--- src/bcf_pkg.sv ---
// ----------------------------------------------------------------------------
// bcf_pkg: shared types and constants for the binary confusion / f1 block
// sample and metric beat layouts, field widths and the default batch limit
// ----------------------------------------------------------------------------
package bcf_pkg;

	localparam int CNT_W     = 15;
	localparam int RATIO_W   = 17;
	localparam int MAX_BATCH = 32767;

	typedef struct packed {
		logic signed [31:0] prediction;
		logic [7:0]         label;
		logic               last_item;
	} bcf_sample_t;

	typedef struct packed {
		logic [CNT_W-1:0]   true_pos;
		logic [CNT_W-1:0]   false_pos;
		logic [CNT_W-1:0]   true_neg;
		logic [CNT_W-1:0]   false_neg;
		logic [RATIO_W-1:0] accuracy;
		logic [RATIO_W-1:0] precision;
		logic [RATIO_W-1:0] recall;
		logic [RATIO_W-1:0] f1_score;
	} bcf_metric_t;

endpackage

--- src/binary_confusion_f1.sv ---
// ----------------------------------------------------------------------------
// binary_confusion_f1: streaming binary confusion matrix with f1 score
// counts tp/fp/tn/fn per batch and reports four q1.16 ratios on the last beat
// ----------------------------------------------------------------------------
// A sample beat that is not marked last bumps one of four saturating counters
// and leaves the block ready for the next beat. A beat marked last is counted,
// then the block drops sample_ready while one shared restoring divider (17
// iterations per quotient, each after a setup state) produces accuracy,
// precision and recall, a single 17x17 multiply forms precision*recall, and
// the divider runs once more for f1. The finished
// metric beat sits in an output register, so sample beats of the next batch are
// accepted while it waits for metric_ready; a second last beat arriving before
// the first metric beat has been taken holds in the final step until it is.
// Counters clear when the metric beat is loaded into the output register.
// Each counter stops at MAX_BATCH; a zero denominator gives a zero ratio.
module binary_confusion_f1 #(
	parameter int MAX_BATCH = bcf_pkg::MAX_BATCH
) (
	input  logic                 clk,
	input  logic                 arst_n,
	input  logic                 sample_valid,
	output logic                 sample_ready,
	input  bcf_pkg::bcf_sample_t sample,
	output logic                 metric_valid,
	input  logic                 metric_ready,
	output bcf_pkg::bcf_metric_t metric
);
	import bcf_pkg::*;

	// sequencer states
	localparam logic [2:0] ST_IDLE = 3'd0;
	localparam logic [2:0] ST_LOAD = 3'd1;  // set up divider for the current ratio
	localparam logic [2:0] ST_DIV  = 3'd2;  // one quotient bit per cycle
	localparam logic [2:0] ST_MUL  = 3'd3;  // precision * recall
	localparam logic [2:0] ST_DONE = 3'd4;  // hand result to output register

	// ratio being computed
	localparam logic [1:0] OP_ACC  = 2'd0;
	localparam logic [1:0] OP_PREC = 2'd1;
	localparam logic [1:0] OP_REC  = 2'd2;
	localparam logic [1:0] OP_F1   = 2'd3;

	localparam int OPND_W    = RATIO_W + 1;  // numerator / denominator width
	localparam int STEP_W    = $clog2(RATIO_W);
	localparam logic [CNT_W-1:0] CNT_MAX = CNT_W'(MAX_BATCH);
	localparam logic [STEP_W-1:0] LAST_STEP = STEP_W'(RATIO_W - 1);

	logic [2:0]  state_q;
	logic [1:0]  op_q;

	// batch counters
	logic [CNT_W-1:0] tp_q, fp_q, tn_q, fn_q;

	// divider
	logic [OPND_W-1:0] den_q;
	logic [OPND_W-1:0] rem_q;
	logic [RATIO_W-1:0] quo_q;
	logic              lsb_q;
	logic              zero_q;
	logic [STEP_W-1:0] step_q;

	// ratio results
	logic [RATIO_W-1:0] acc_q, prec_q, rec_q, f1_q;
	logic [OPND_W-1:0]  pr2_q;

	// output register
	logic        out_valid_q;
	bcf_metric_t out_q;

	logic sample_acc;
	logic pred_pos, lab_pos;
	logic out_load;

	logic [OPND_W-1:0] div_num, div_den;
	logic              shift_bit;
	logic [OPND_W+1:0] trial;
	logic              fits;
	logic [RATIO_W-1:0] div_res;
	logic [2*RATIO_W-1:0] prod;

	function automatic logic [CNT_W-1:0] sat_inc(input logic [CNT_W-1:0] c);
		logic [CNT_W-1:0] r;
		if (c >= CNT_MAX) begin
			r = CNT_MAX;
		end else begin
			r = c + 1'b1;
		end
		return r;
	endfunction

	assign sample_ready = (state_q == ST_IDLE);
	assign sample_acc   = sample_valid && sample_ready;

	// prediction of zero or below is negative, any nonzero label byte is positive
	assign pred_pos = !sample.prediction[31] && (sample.prediction != '0);
	assign lab_pos  = (sample.label != '0);

	assign out_load = (state_q == ST_DONE) && (!out_valid_q || metric_ready);

	// operand select for the shared divider
	always_comb begin
		case (op_q)
			OP_ACC: begin
				div_num = OPND_W'({1'b0, tp_q} + {1'b0, tn_q});
				div_den = OPND_W'({2'b0, tp_q} + {2'b0, fp_q} + {2'b0, tn_q} + {2'b0, fn_q});
			end
			OP_PREC: begin
				div_num = OPND_W'(tp_q);
				div_den = OPND_W'({1'b0, tp_q} + {1'b0, fp_q});
			end
			OP_REC: begin
				div_num = OPND_W'(tp_q);
				div_den = OPND_W'({1'b0, tp_q} + {1'b0, fn_q});
			end
			default: begin
				div_num = pr2_q;
				div_den = {1'b0, prec_q} + {1'b0, rec_q};
			end
		endcase
	end

	// numerator is num << 16 and the quotient fits in 17 bits, so the divider
	// starts from num >> 1 and shifts in num[0] followed by zeros
	assign shift_bit = (step_q == '0) ? lsb_q : 1'b0;
	assign trial     = {1'b0, rem_q, shift_bit} - {2'b0, den_q};
	assign fits      = !trial[OPND_W+1];
	assign div_res   = zero_q ? '0 : {quo_q[RATIO_W-2:0], fits};

	assign prod = prec_q * rec_q;

	always_ff @(posedge clk or negedge arst_n) begin
		if (!arst_n) begin
			state_q     <= ST_IDLE;
			op_q        <= OP_ACC;
			tp_q        <= '0;
			fp_q        <= '0;
			tn_q        <= '0;
			fn_q        <= '0;
			step_q      <= '0;
			out_valid_q <= 1'b0;
		end else begin
			// a new metric beat may replace one taken in the same cycle
			if (out_load) begin
				out_valid_q <= 1'b1;
			end else if (metric_valid && metric_ready) begin
				out_valid_q <= 1'b0;
			end
			case (state_q)
				ST_IDLE: begin
					if (sample_acc) begin
						if (pred_pos && lab_pos) begin
							tp_q <= sat_inc(tp_q);
						end else if (pred_pos) begin
							fp_q <= sat_inc(fp_q);
						end else if (!lab_pos) begin
							tn_q <= sat_inc(tn_q);
						end else begin
							fn_q <= sat_inc(fn_q);
						end
						if (sample.last_item) begin
							state_q <= ST_LOAD;
							op_q    <= OP_ACC;
						end
					end
				end
				ST_LOAD: begin
					step_q  <= '0;
					state_q <= ST_DIV;
				end
				ST_DIV: begin
					step_q <= step_q + 1'b1;
					if (step_q == LAST_STEP) begin
						case (op_q)
							OP_ACC:  state_q <= ST_LOAD;
							OP_PREC: state_q <= ST_LOAD;
							OP_REC:  state_q <= ST_MUL;
							default: state_q <= ST_DONE;
						endcase
						if (op_q != OP_F1) begin
							op_q <= op_q + 1'b1;
						end
					end
				end
				ST_MUL: begin
					state_q <= ST_LOAD;
				end
				ST_DONE: begin
					if (out_load) begin
						tp_q        <= '0;
						fp_q        <= '0;
						tn_q        <= '0;
						fn_q        <= '0;
						state_q     <= ST_IDLE;
					end
				end
				default: begin
					state_q <= ST_IDLE;
				end
			endcase
		end
	end

	// datapath registers, no reset needed
	always_ff @(posedge clk) begin
		case (state_q)
			ST_LOAD: begin
				den_q  <= div_den;
				rem_q  <= div_num >> 1;
				lsb_q  <= div_num[0];
				zero_q <= (div_den == '0);
				quo_q  <= '0;
			end
			ST_DIV: begin
				rem_q <= fits ? trial[OPND_W-1:0] : {rem_q[OPND_W-2:0], shift_bit};
				quo_q <= {quo_q[RATIO_W-2:0], fits};
				if (step_q == LAST_STEP) begin
					case (op_q)
						OP_ACC:  acc_q  <= div_res;
						OP_PREC: prec_q <= div_res;
						OP_REC:  rec_q  <= div_res;
						default: f1_q   <= div_res;
					endcase
				end
			end
			ST_MUL: begin
				// product of two ratios <= 1.0 keeps bit 33 clear
				pr2_q <= {prod[2*RATIO_W-2:RATIO_W-1], 1'b0};
			end
			ST_DONE: begin
				if (out_load) begin
					out_q.true_pos  <= tp_q;
					out_q.false_pos <= fp_q;
					out_q.true_neg  <= tn_q;
					out_q.false_neg <= fn_q;
					out_q.accuracy  <= acc_q;
					out_q.precision <= prec_q;
					out_q.recall    <= rec_q;
					out_q.f1_score  <= f1_q;
				end
			end
			default: begin
			end
		endcase
	end

	assign metric_valid = out_valid_q;
	assign metric       = out_q;

endmodule

--- config.mk ---
export PLATFORM = sky130hd
export DESIGN_NAME = binary_confusion_f1
export DESIGN_NICKNAME = d
export VERILOG_FILES = /design/src/bcf_pkg.sv /design/src/binary_confusion_f1.sv
export SDC_FILE = /design/constraint.sdc
export NUM_CORES = 1
export LEC_CHECK = 0
export BUFFER_PORTS_ARGS = -buffer_cell sky130_fd_sc_hd__buf_2
export CAP_MARGIN = 20
export CORE_MARGIN = 3
export CORE_UTILIZATION = 55
export CTS_CLUSTER_SIZE = 40
export DETAILED_ROUTE_END_ITERATION = 10
export PLACE_DENSITY = 0.71
export SYNTH_ARGS = -nofsm -noshare
export SYNTH_HDL_FRONTEND = slang
export SYNTH_SLANG_ARGS = --single-unit
--- constraint.sdc ---
create_clock -name clk -period 11.8 [get_ports clk]
set_clock_uncertainty 0.2 [all_clocks]
set_input_delay 2.36 -clock clk [delete_from_list [all_inputs] [get_ports clk]]
set_output_delay 2.36 -clock clk [all_outputs]
set_load 0.02 [all_outputs]
**Word level (Yosys, flattened, before mapping)**

Index checks and enable logic that the tools add are counted.
Widths: inputs -> output; s select.

- Flip-flop bits (word level): 338
- Bits of input ports: 45
- Output and inout bits: 130
- Logic and storage cells: 140

- Add/subtract/negate cells: 13
- $mul: 1
- Magnitude comparators: 4
- Equality and inequality tests: 19
- Mux-type cells: 43
- Bitwise operators: 1
- Reductions and logical operators: 33

Operator list:

| cell | number |
|---|---|
| $mux 15 | 18 |
| $pmux 15 s2 | 4 |
| $pmux 18 s2 | 2 |
| $add 15x1->15 const B | 4 |
| $ge 15x15->1 const B | 4 |
| $pmux 18 s3 | 1 |
| $add 15x15->16 | 3 |
| $add 18x15->18 | 2 |
| $mul 17x17->33 | 1 |
| $pmux 16 s2 | 1 |
| $reduce_bool 32->1 | 1 |
| $sub 19x18->20 | 1 |
| $add 17x17->18 | 1 |
| $logic_not 18->1 | 1 |
| $mux 18 | 1 |
| $mux 17 | 1 |
| $pmux 3 s5 | 1 |
| $ne 2x2->1 const B | 7 |
| $mux 3 | 4 |
| $reduce_and 3->1 | 4 |
| $reduce_and 6->1 | 2 |
| $ne 2x1->1 const B | 5 |
| $pmux 5 s2 | 1 |
| $reduce_and 5->1 | 2 |
| other kinds (25) | 42 |

**Longest topological paths before layout**

Gate-level depths: netlist of the first run.

- Depth in word-level cells: 7
- Mapped depth: 24
- Gate-level depth less buffers: 23

**Least setup slack after synthesis of the first run**

No wires, ideal clock.

- Kind: input-to-reg
- From: input port metric_ready
- To: register out_q, in the netlist metric[0] (enable)
- Library setup time: 542 ps
- Arrival time: 6402 ps
- Required time: 11058 ps
- Slack: 4656 ps
- Stages on the path: 4
- Path buffers: 1
- Cells stage by stage: nand2b_1 > nand2_1 > inv_1 > clkbuf_1

- Cells in the longest elaborated chain, start to end: 3

RTL lines:

| element | line | RTL |
|---|---|---|
| start, declared | binary_confusion_f1.sv:25 | `input logic metric_ready,` |
| $logic_or 1x1->1 | binary_confusion_f1.sv:98 | `assign out_load = (state_q == ST_DONE) && (!out_valid_q \|\| metric_ready);` |
| $logic_and 1x1->1 | binary_confusion_f1.sv:98 |  |
| named net out_load | binary_confusion_f1.sv:72 | `logic out_load;` |
| $reduce_and 2->1 (no line) | -- |  |
| end, declared | binary_confusion_f1.sv:68 | `bcf_metric_t out_q;` |

The timed path passes the listed nets, and every way through them passes these cells.
A chain may end at the register's enable or synchronous reset.

**Worst setup path after layout of the first run**

- From: register prec_q[8]
- To: register pr2_q[17], data pin

- Cells in the longest elaborated chain, start to end: 1

RTL lines:

| element | line | RTL |
|---|---|---|
| start, declared | binary_confusion_f1.sv:63 | `logic [RATIO_W-1:0] acc_q, prec_q, rec_q, f1_q;` |
| start signal, assigned | binary_confusion_f1.sv:219 | `OP_PREC: prec_q <= div_res;` |
| $mul 17x17->33 | binary_confusion_f1.sv:129 | `assign prod = prec_q * rec_q;` |
| named net prod[32] | binary_confusion_f1.sv:79 | `logic [2*RATIO_W-1:0] prod;` |
| end signal, assigned | binary_confusion_f1.sv:227 | `pr2_q <= {prod[2*RATIO_W-2:RATIO_W-1], 1'b0};` |
| end, declared | binary_confusion_f1.sv:64 | `logic [OPND_W-1:0] pr2_q;` |

The timed path passes the listed nets, and every way through them passes these cells.

==> results of run 1 <==
cells in the final DEF, fill, tap and decap left out, drive strengths merged, types with 15 or more instances in the layout:
master	instances
a31oi	26
o211ai	15
edfxtp	267
ha	209
xor2	27
o21ai	93
nor2	87
o21a	29
o31ai	17
nor2b	35
nand2	277
and3	48
dfrtp	71
clkbuf	51
or3	21
a21oi	135
nand3	48
nand2b	15
fa	242
a211oi	17
and2	123
inv	367
xnor2	55
mux2i	15
buf	199
a21o	25
nor3	58
through the flow:
step / util / area [um2] / setup WS (ns) / instances
5_1_grt: 0.6171 / 29650 / 4.252 / 3390
3_5_place_dp: 0.5915 / 28420 / 4.614 / 3320
4_1_cts: 0.6164 / 29620 / 4.603 / 3388
6_report: 0.6172 / 29650 / 4.502 / 3391
3_3_place_gp: 0.5915 / 28420 / 4.746 / 3320
2_1_floorplan: - / 26900 / 4.656 / 2594
registers in the layout, summed over array words and instances (netlist names), 2 cells and up:
signal,cells
op_q,2
fn_q,15
pr2_q,17
acc_q,17
step_q,5
prec_q,17
fp_q,15
state_q,3
rec_q,17
metric,128
den_q,18
quo_q,16
tn_q,15
tp_q,15
rem_q,18
f1_q,17
logic make-up after synthesis:
kind of cell,Yosys count
adders and majority gates,451
and+or+nand+nor,771
AOI/OAI and AO/OA,483
muxes,20
buffers and inverters,449
DFF,338
xor gates and xnor gates,82
worst max-delay path, cell delays in order, from the launching register on:
cell       delay (ns)
edfxtp_1         0.88
ha_1             0.33
inv_1            0.08
fa_1             0.48
inv_1            0.06
fa_1             0.52
fa_1             0.45
fa_1             0.52
fa_1             0.54
inv_1            0.05
fa_1             0.52
inv_1            0.04
ha_1             0.36
a2111o_1         0.43
a21oi_1          0.26
o31ai_1          0.10
a21oi_1          0.47
o21a_1           0.28
o2111ai_1        0.18
a21oi_1          0.21
xnor2_1          0.08
power breakdown:
part	switching [mW]	total [mW]	internal, mW
clock network	0.491	1.15	0.663
registers	0.182	1.74	1.56
logic	1.37	2.22	0.851
area by class of cell:
class | instances | share of cell area
clock buffer | 51 | 0.03468
sequential | 338 | 0.3303
tap | 615 | 0.02595
clock inverter | 17 | 0.005738
timing repair buffer | 199 | 0.03637
inverter | 363 | 0.04612
antenna | 1 | 0.00008439
multi-input combinational | 1807 | 0.5208
metal layers:
layer / GRT usage / up-vias
met5: 0 / -
met4: 0.07713 / 0
met3: 0.05416 / 101
met2: 0.4468 / 880
met1: 0.4324 / 10320
li1: - / 9256
worst min path at each step:
| stage | to | slack [ns] | from |
|---|---|---|---|
| final | metric[1]$_DFFE_PP_ | 0.22 | f1_q[1]$_DFFE_PP_ |
| after global routing | metric[66]$_DFFE_PP_ | 0.23 | acc_q[15]$_DFFE_PP_ |
| after detailed placement | metric[63]$_DFFE_PP_ | 0.20 | acc_q[12]$_DFFE_PP_ |
| after global placement | metric[2]$_DFFE_PP_ | 0.20 | f1_q[2]$_DFFE_PP_ |
| after floorplan | metric[0]$_DFFE_PP_ | 0.20 | f1_q[0]$_DFFE_PP_ |
| after CTS | metric[63]$_DFFE_PP_ | 0.22 | acc_q[12]$_DFFE_PP_ |
==> impl_results.md, run 1 <==
* WL met1 at 32.31 mm
* Adder-cell share of the synthesized area at 0.2773
* Status: finished clean
* Pwr Density at 172.4 mW/mm2
* DR WL/cell at 21.77 um
* DR vias/cell at 6.063
* Ys flop type: edfxtp_1
* DP HPWL at 55.31 mm
* Die area at 0.05159 mm2
* CTS Root Buffer Type: clkbuf_16
* Max-cap viol count at 0
* Hold depth at 0
* Critical path arrival at 7.40 ns
* CTS H-Tree Depth at 2
* Area of the multi-input gates at 0.01544 mm2
* Core area at 0.04805 mm2
* Clock tree from TritonCTS: yes
* Die H at 227.1 um
* Clock transition at the registers of the reported paths at 0.06 ns
* Synth Register Bits at 338
* PortBufs at 174
* Final setup viols at 0
* Post-synthesis compound-gate area fraction at 0.1182
* Critical Path End: pr2_q[17]$_DFFE_PP_
* Commonest cells in the netlist: inv_1 (362), nand2_1 (277), edfxtp_1 (267)
* Syn Inst Count at 2594
* Mux cell area share after synthesis at 0.007675
* I/O pin cnt at 175
* WL final at 73.83 mm
* DR WL met2 at 33.30 mm
* Setup tns final at 0 ns
* Count of filler cells inserted in the layout at 3925
* Xor/xnor cell area share of the yosys netlist at 0.02670
* P_leak at 13.47 nW
* Worst slew pin tran at 1.013 ns
* Hold WS at 0.2152 ns
* Setup CP Type: reg2reg
* Distinct cells, synth at 77
* Hold Crit Class: reg2reg
* Clock Path Buffers at 3
* Reg-to-reg endpoint: pr2_q[17]$_DFFE_PP_
* Met3 wire len at 6.416 mm
* Register-to-register setup slack at 4.50 ns
* Dominant cell type by area after synthesis: edfxtp_1
* Post-CTS sizing at 0
* Global-route wire length before repair at 116.8 mm
* Slew Limit Fails at 0
* Total CTS buffers at 37
* Peak Freq at 137.0 MHz
* Top routing layer used: met4
* Synthesized area at 0.02690 mm2
* Syn-to-layout area delta at 10.25%
* Cts hold-fix bufs at 0
* CP Max Fanout at 18
* CP endpoint kind: flip-flop
* Reg2reg path depth at 20
* Sinks on Clock Net at 338
* Total congestion overflow at 0
* Total power at 5.112 mW
* Final worst-path cycle share at 0.6185
* WP data required at 11.91 ns
* Launch point of the worst path: prec_q[8]$_DFFE_PP_
* Max-slew headroom at 0.3225
* Unrepaired setup endpoints after global routing: false
* Top post-synthesis cells by area: edfxtp_1 (30%), fa_1 (18%), ha_1 (9.7%)
* FF/Latch Area at 0.009794 mm2
* Final Hold Vio Count at 0
* Post-synth top area share at 0.2981
* Initial antenna violation count at 1
* Initial Util at 0.5598
* DRT iter0 DRCs at 1822
* Total number of vias at 20560
* GR Util All Layers at 0.2917
* Final GP Congestion at 0.9307
* Die X at 227.1 um
* Row cnt at 80
* Largest net degree at the start of global routing at 73
* Syn Area/Cell at 10.37 um2
* Clk Latency, worst-skew pair at 0.56 ns
* Post-CTS setup buffers at 0
* Worst ir drop on vdd at 154.2 uV
* Asr flop ratio synth at 0.2101
* Top-count cell post-synth: inv_1
* Residual DRC at 0
* Mapped Nets at 3090
* Worst r2r src: prec_q[8]$_DFFE_PP_
* Yosys warnings at 0
* Nets at 3242
* Vias in the first global route at 20710
* DRT antenna net count at 0
* Register area share after synthesis at 0.3641
* Post-synth EDFFs at 267
* Detailed Routing Iterations Pass 1 at 6
* Share of layout cells above drive strength 1 at 0.1002
* Startpoint Class: flip-flop
* Largest family of logic cells by synthesized area: adder cells
* Post-layout min period at 7.298 ns
* Simple-gate portion of the synthesized area at 0.1432
(Power assumes the default switching activity.)
==> run 2: changes to the inputs <==
--- a/config.mk
+++ b/config.mk
@@ -11,7 +11,7 @@
 export CORE_UTILIZATION = 55
 export CTS_CLUSTER_SIZE = 40
 export DETAILED_ROUTE_END_ITERATION = 10
-export PLACE_DENSITY = 0.71
+export PLACE_DENSITY = 0.74
 export SYNTH_ARGS = -nofsm -noshare
 export SYNTH_HDL_FRONTEND = slang
 export SYNTH_SLANG_ARGS = --single-unit
==> constraint.sdc (replaced) <==
create_clock -name clk -period 6.65 [get_ports clk]
set_clock_uncertainty 0.2 [all_clocks]
set_input_delay 1.33 -clock clk [delete_from_list [all_inputs] [get_ports clk]]
set_output_delay 1.33 -clock clk [all_outputs]
set_load 0.02 [all_outputs]
==> run 2 against run 1 <==
Compared with the run above: register-to-register slack got worse by 4.3 ns; combinational power increased by 78%; maximum frequency grew 13%; clock power increased by 86%; count of clock-buffer cells in the layout decreased by 8; die area did not move; sequential share of layout area shrank 0.87 points; first-iteration DRC count rose by 8.3%; largest cell class unchanged.
==> impl_results.md, run 2 (synthesis gave the netlist of run 1 again) <==
* DR vias/cell at 6.046
* Clk Latency, worst-skew pair at 0.57 ns
* Die X at 227.1 um
* Antenna Cells at 0
* CP Max Fanout at 6
* Detailed Routing Iterations Pass 1 at 5
* Internal power at 5.543 mW
* Vias in the first global route at 21130
* DR WL/cell at 21.62 um
* Initial Util at 0.5598
* Max incr delay on CP at 0.57 ns
* WP data required at 6.76 ns
* DP HPWL at 57.09 mm
* Net Switching at 3.602 mW
* Switch share at 0.3939
* Row cnt at 80
* Clock tree from TritonCTS: yes
* DRT antenna net count at 0
* CP endpoint kind: flip-flop
* Dpl ws at 0.05870 ns
* CTS Root Buffer Type: clkbuf_16
* Commonest non-fill, non-tap cell in the layout: inv_1
* Hold WS at 0.2150 ns
* Peak Freq at 155.2 MHz
* Most frequent cells in the layout: inv_1 (361), nand2_1 (277), edfxtp_1 (267)
* Clock share of power at 0.234
* Nets at 3335
* Max-cap viol count at 0
* Most used cell, CP: fa_1
* Worst ir drop on vdd at 279.7 uV
* Share of layout cells above drive strength 1 at 0.1332
* CTS H-Tree Depth at 2
* PortBufs at 174
* Gate power share at 0.433
* Cell count after placement at 3388
* Critical path arrival at 6.55 ns
* Startpoint Class: flip-flop
* Total power at 9.146 mW
* FF/Latch Area at 0.009794 mm2
* Status: finished clean
* Slew Limit Fails at 0
* Final worst-path cycle share at 0.9691
* Critical path's slowest cell: fa_1
* Area of the multi-input gates at 0.01548 mm2
* Setup CP Type: reg2reg
* Max reg flops at 128
* Total CTS buffers at 39
* Largest net degree at the start of global routing at 108
* Hold Crit Class: reg2reg
* Syn-to-layout area delta at 13.24%
* Initial antenna violation count at 0
* Total number of vias at 21060
* Post-layout min period at 6.445 ns
* Final GP Congestion at 0.9681
* Die H at 227.1 um
* Clock transition at the registers of the reported paths at 0.07 ns
* Clock Path Buffers at 3
* DRT iter0 DRCs at 1974
* P_leak at 13.96 nW
* Pwr Density at 300.3 mW/mm2
* Register share of total power at 0.333
* Worst slew pin tran at 1.017 ns
* Final setup viols at 0
* Sinks on Clock Net at 338
* GR Util All Layers at 0.2952
* Total congestion overflow at 0
* Count of filler cells inserted in the layout at 3800
* Final instance count without filler cells at 3483
* Cell Chain, Critical Path: buf_4, and2_1, fa_1, inv_1, fa_1, fa_1, inv_1, fa_1, fa_1, inv_1, fa_1, inv_1, ha_1, o21a_1, o211ai_1, a21oi_1, a41o_1, a21oi_2, buf_6, o21a_1, o21bai_1, buf_4, xor2_1
* Global-route wire length before repair at 117.4 mm
* Residual DRC at 0
* Post-layout util at 0.6339
* Die area at 0.05159 mm2
* Max-slew headroom at 0.3199
* Setup ws final at 0.2054 ns
* I/O pin cnt at 175
* Core area at 0.04805 mm2
* Final Hold Vio Count at 0
* WL final at 75.29 mm
## run 2: cell types whose count changed in the layout (fill, tap and decap cells not counted), moves of 2 or more
cell,delta
a21oi_1,-3
a21oi_2,+3
buf_4,+84
buf_6,+5
bufinv_16,+2
clkbuf_1,-5
clkbuf_16,+2
clkbuf_8,-5
clkinv_2,+5
clkinvlp_4,+2
inv_6,+2
## run 2: through the flow
step	setup TNS, ns	cell area [um2]
floorplan	0	26900
CTS	0	30180
global route	-0.02042	30460
global placement	0	28930
detailed placement	0	28930
finish	0	30460
## run 2: final cells by class
cell class              count  area share
clock inverters            27    0.008709
inverters                 363     0.04490
well taps                 615     0.02526
flip-flops and latches    338      0.3216
clock buffers              43     0.03253
repair buffers            290     0.05878
multi-input cells        1807      0.5082
## run 2: worst paths after layout
kind | start | endpoint | slack (ns) | cells after the start
max | rec_q[5]$_DFFE_PP_ | pr2_q[14]$_DFFE_PP_ | 0.21 | 23
min reg2reg | f1_q[3]$_DFFE_PP_ | metric[3]$_DFFE_PP_ | 0.21 | 0
max reg2reg | rec_q[5]$_DFFE_PP_ | pr2_q[14]$_DFFE_PP_ | 0.21 | 23
min in group asynchronous | arst_n | fn_q[10]$_DFFE_PN0P_ | 0.82 | 2
min | f1_q[3]$_DFFE_PP_ | metric[3]$_DFFE_PP_ | 0.21 | 0
max in group asynchronous | arst_n | tn_q[2]$_DFFE_PN0P_ | 4.81 | 2
## run 2: routing by layer
layer	vias to the layer above	global-route usage	routed length (um)
met5	-	0	0
met3	159	0.05338	6568
li1	9428	-	-
met1	10490	0.4218	32010
met2	982	0.4619	34350
met4	0	0.09676	2363
## run 2: worst max-delay path: cells and delay by family, from the launching register on
kind,cells,cell delay [ns]
XOR/XNOR,1,0.15
flip-flops,1,0.51
AND/OR/NAND/NOR,1,0.16
adder cells (fa/ha/maj),7,3.40
buffers and inverters,7,0.68
AO/OA/AOI/OAI,7,1.09
## run 2: power by group through the flow
| stage | registers [mW] | logic [mW] | clock network, mW |
|---|---|---|---|
| global placement | 3.06 | 3.68 | 0 |
| finish | 3.04 | 3.96 | 2.14 |
| global route | 3.07 | 4.30 | 2.28 |
| CTS | 3.03 | 3.85 | 2.19 |
| detailed placement | 3.07 | 3.81 | 0 |
| floorplan | 2.97 | 2.80 | 0 |
## run 2: repair_timing
| item | 4_1_cts | 5_1_grt |
|---|---|---|
| resized for setup | 0 | 12 |
| hold buffers | 0 | 0 |
| setup buffers | 0 | 24 |
| setup endpoints to repair | 0 | 8 |
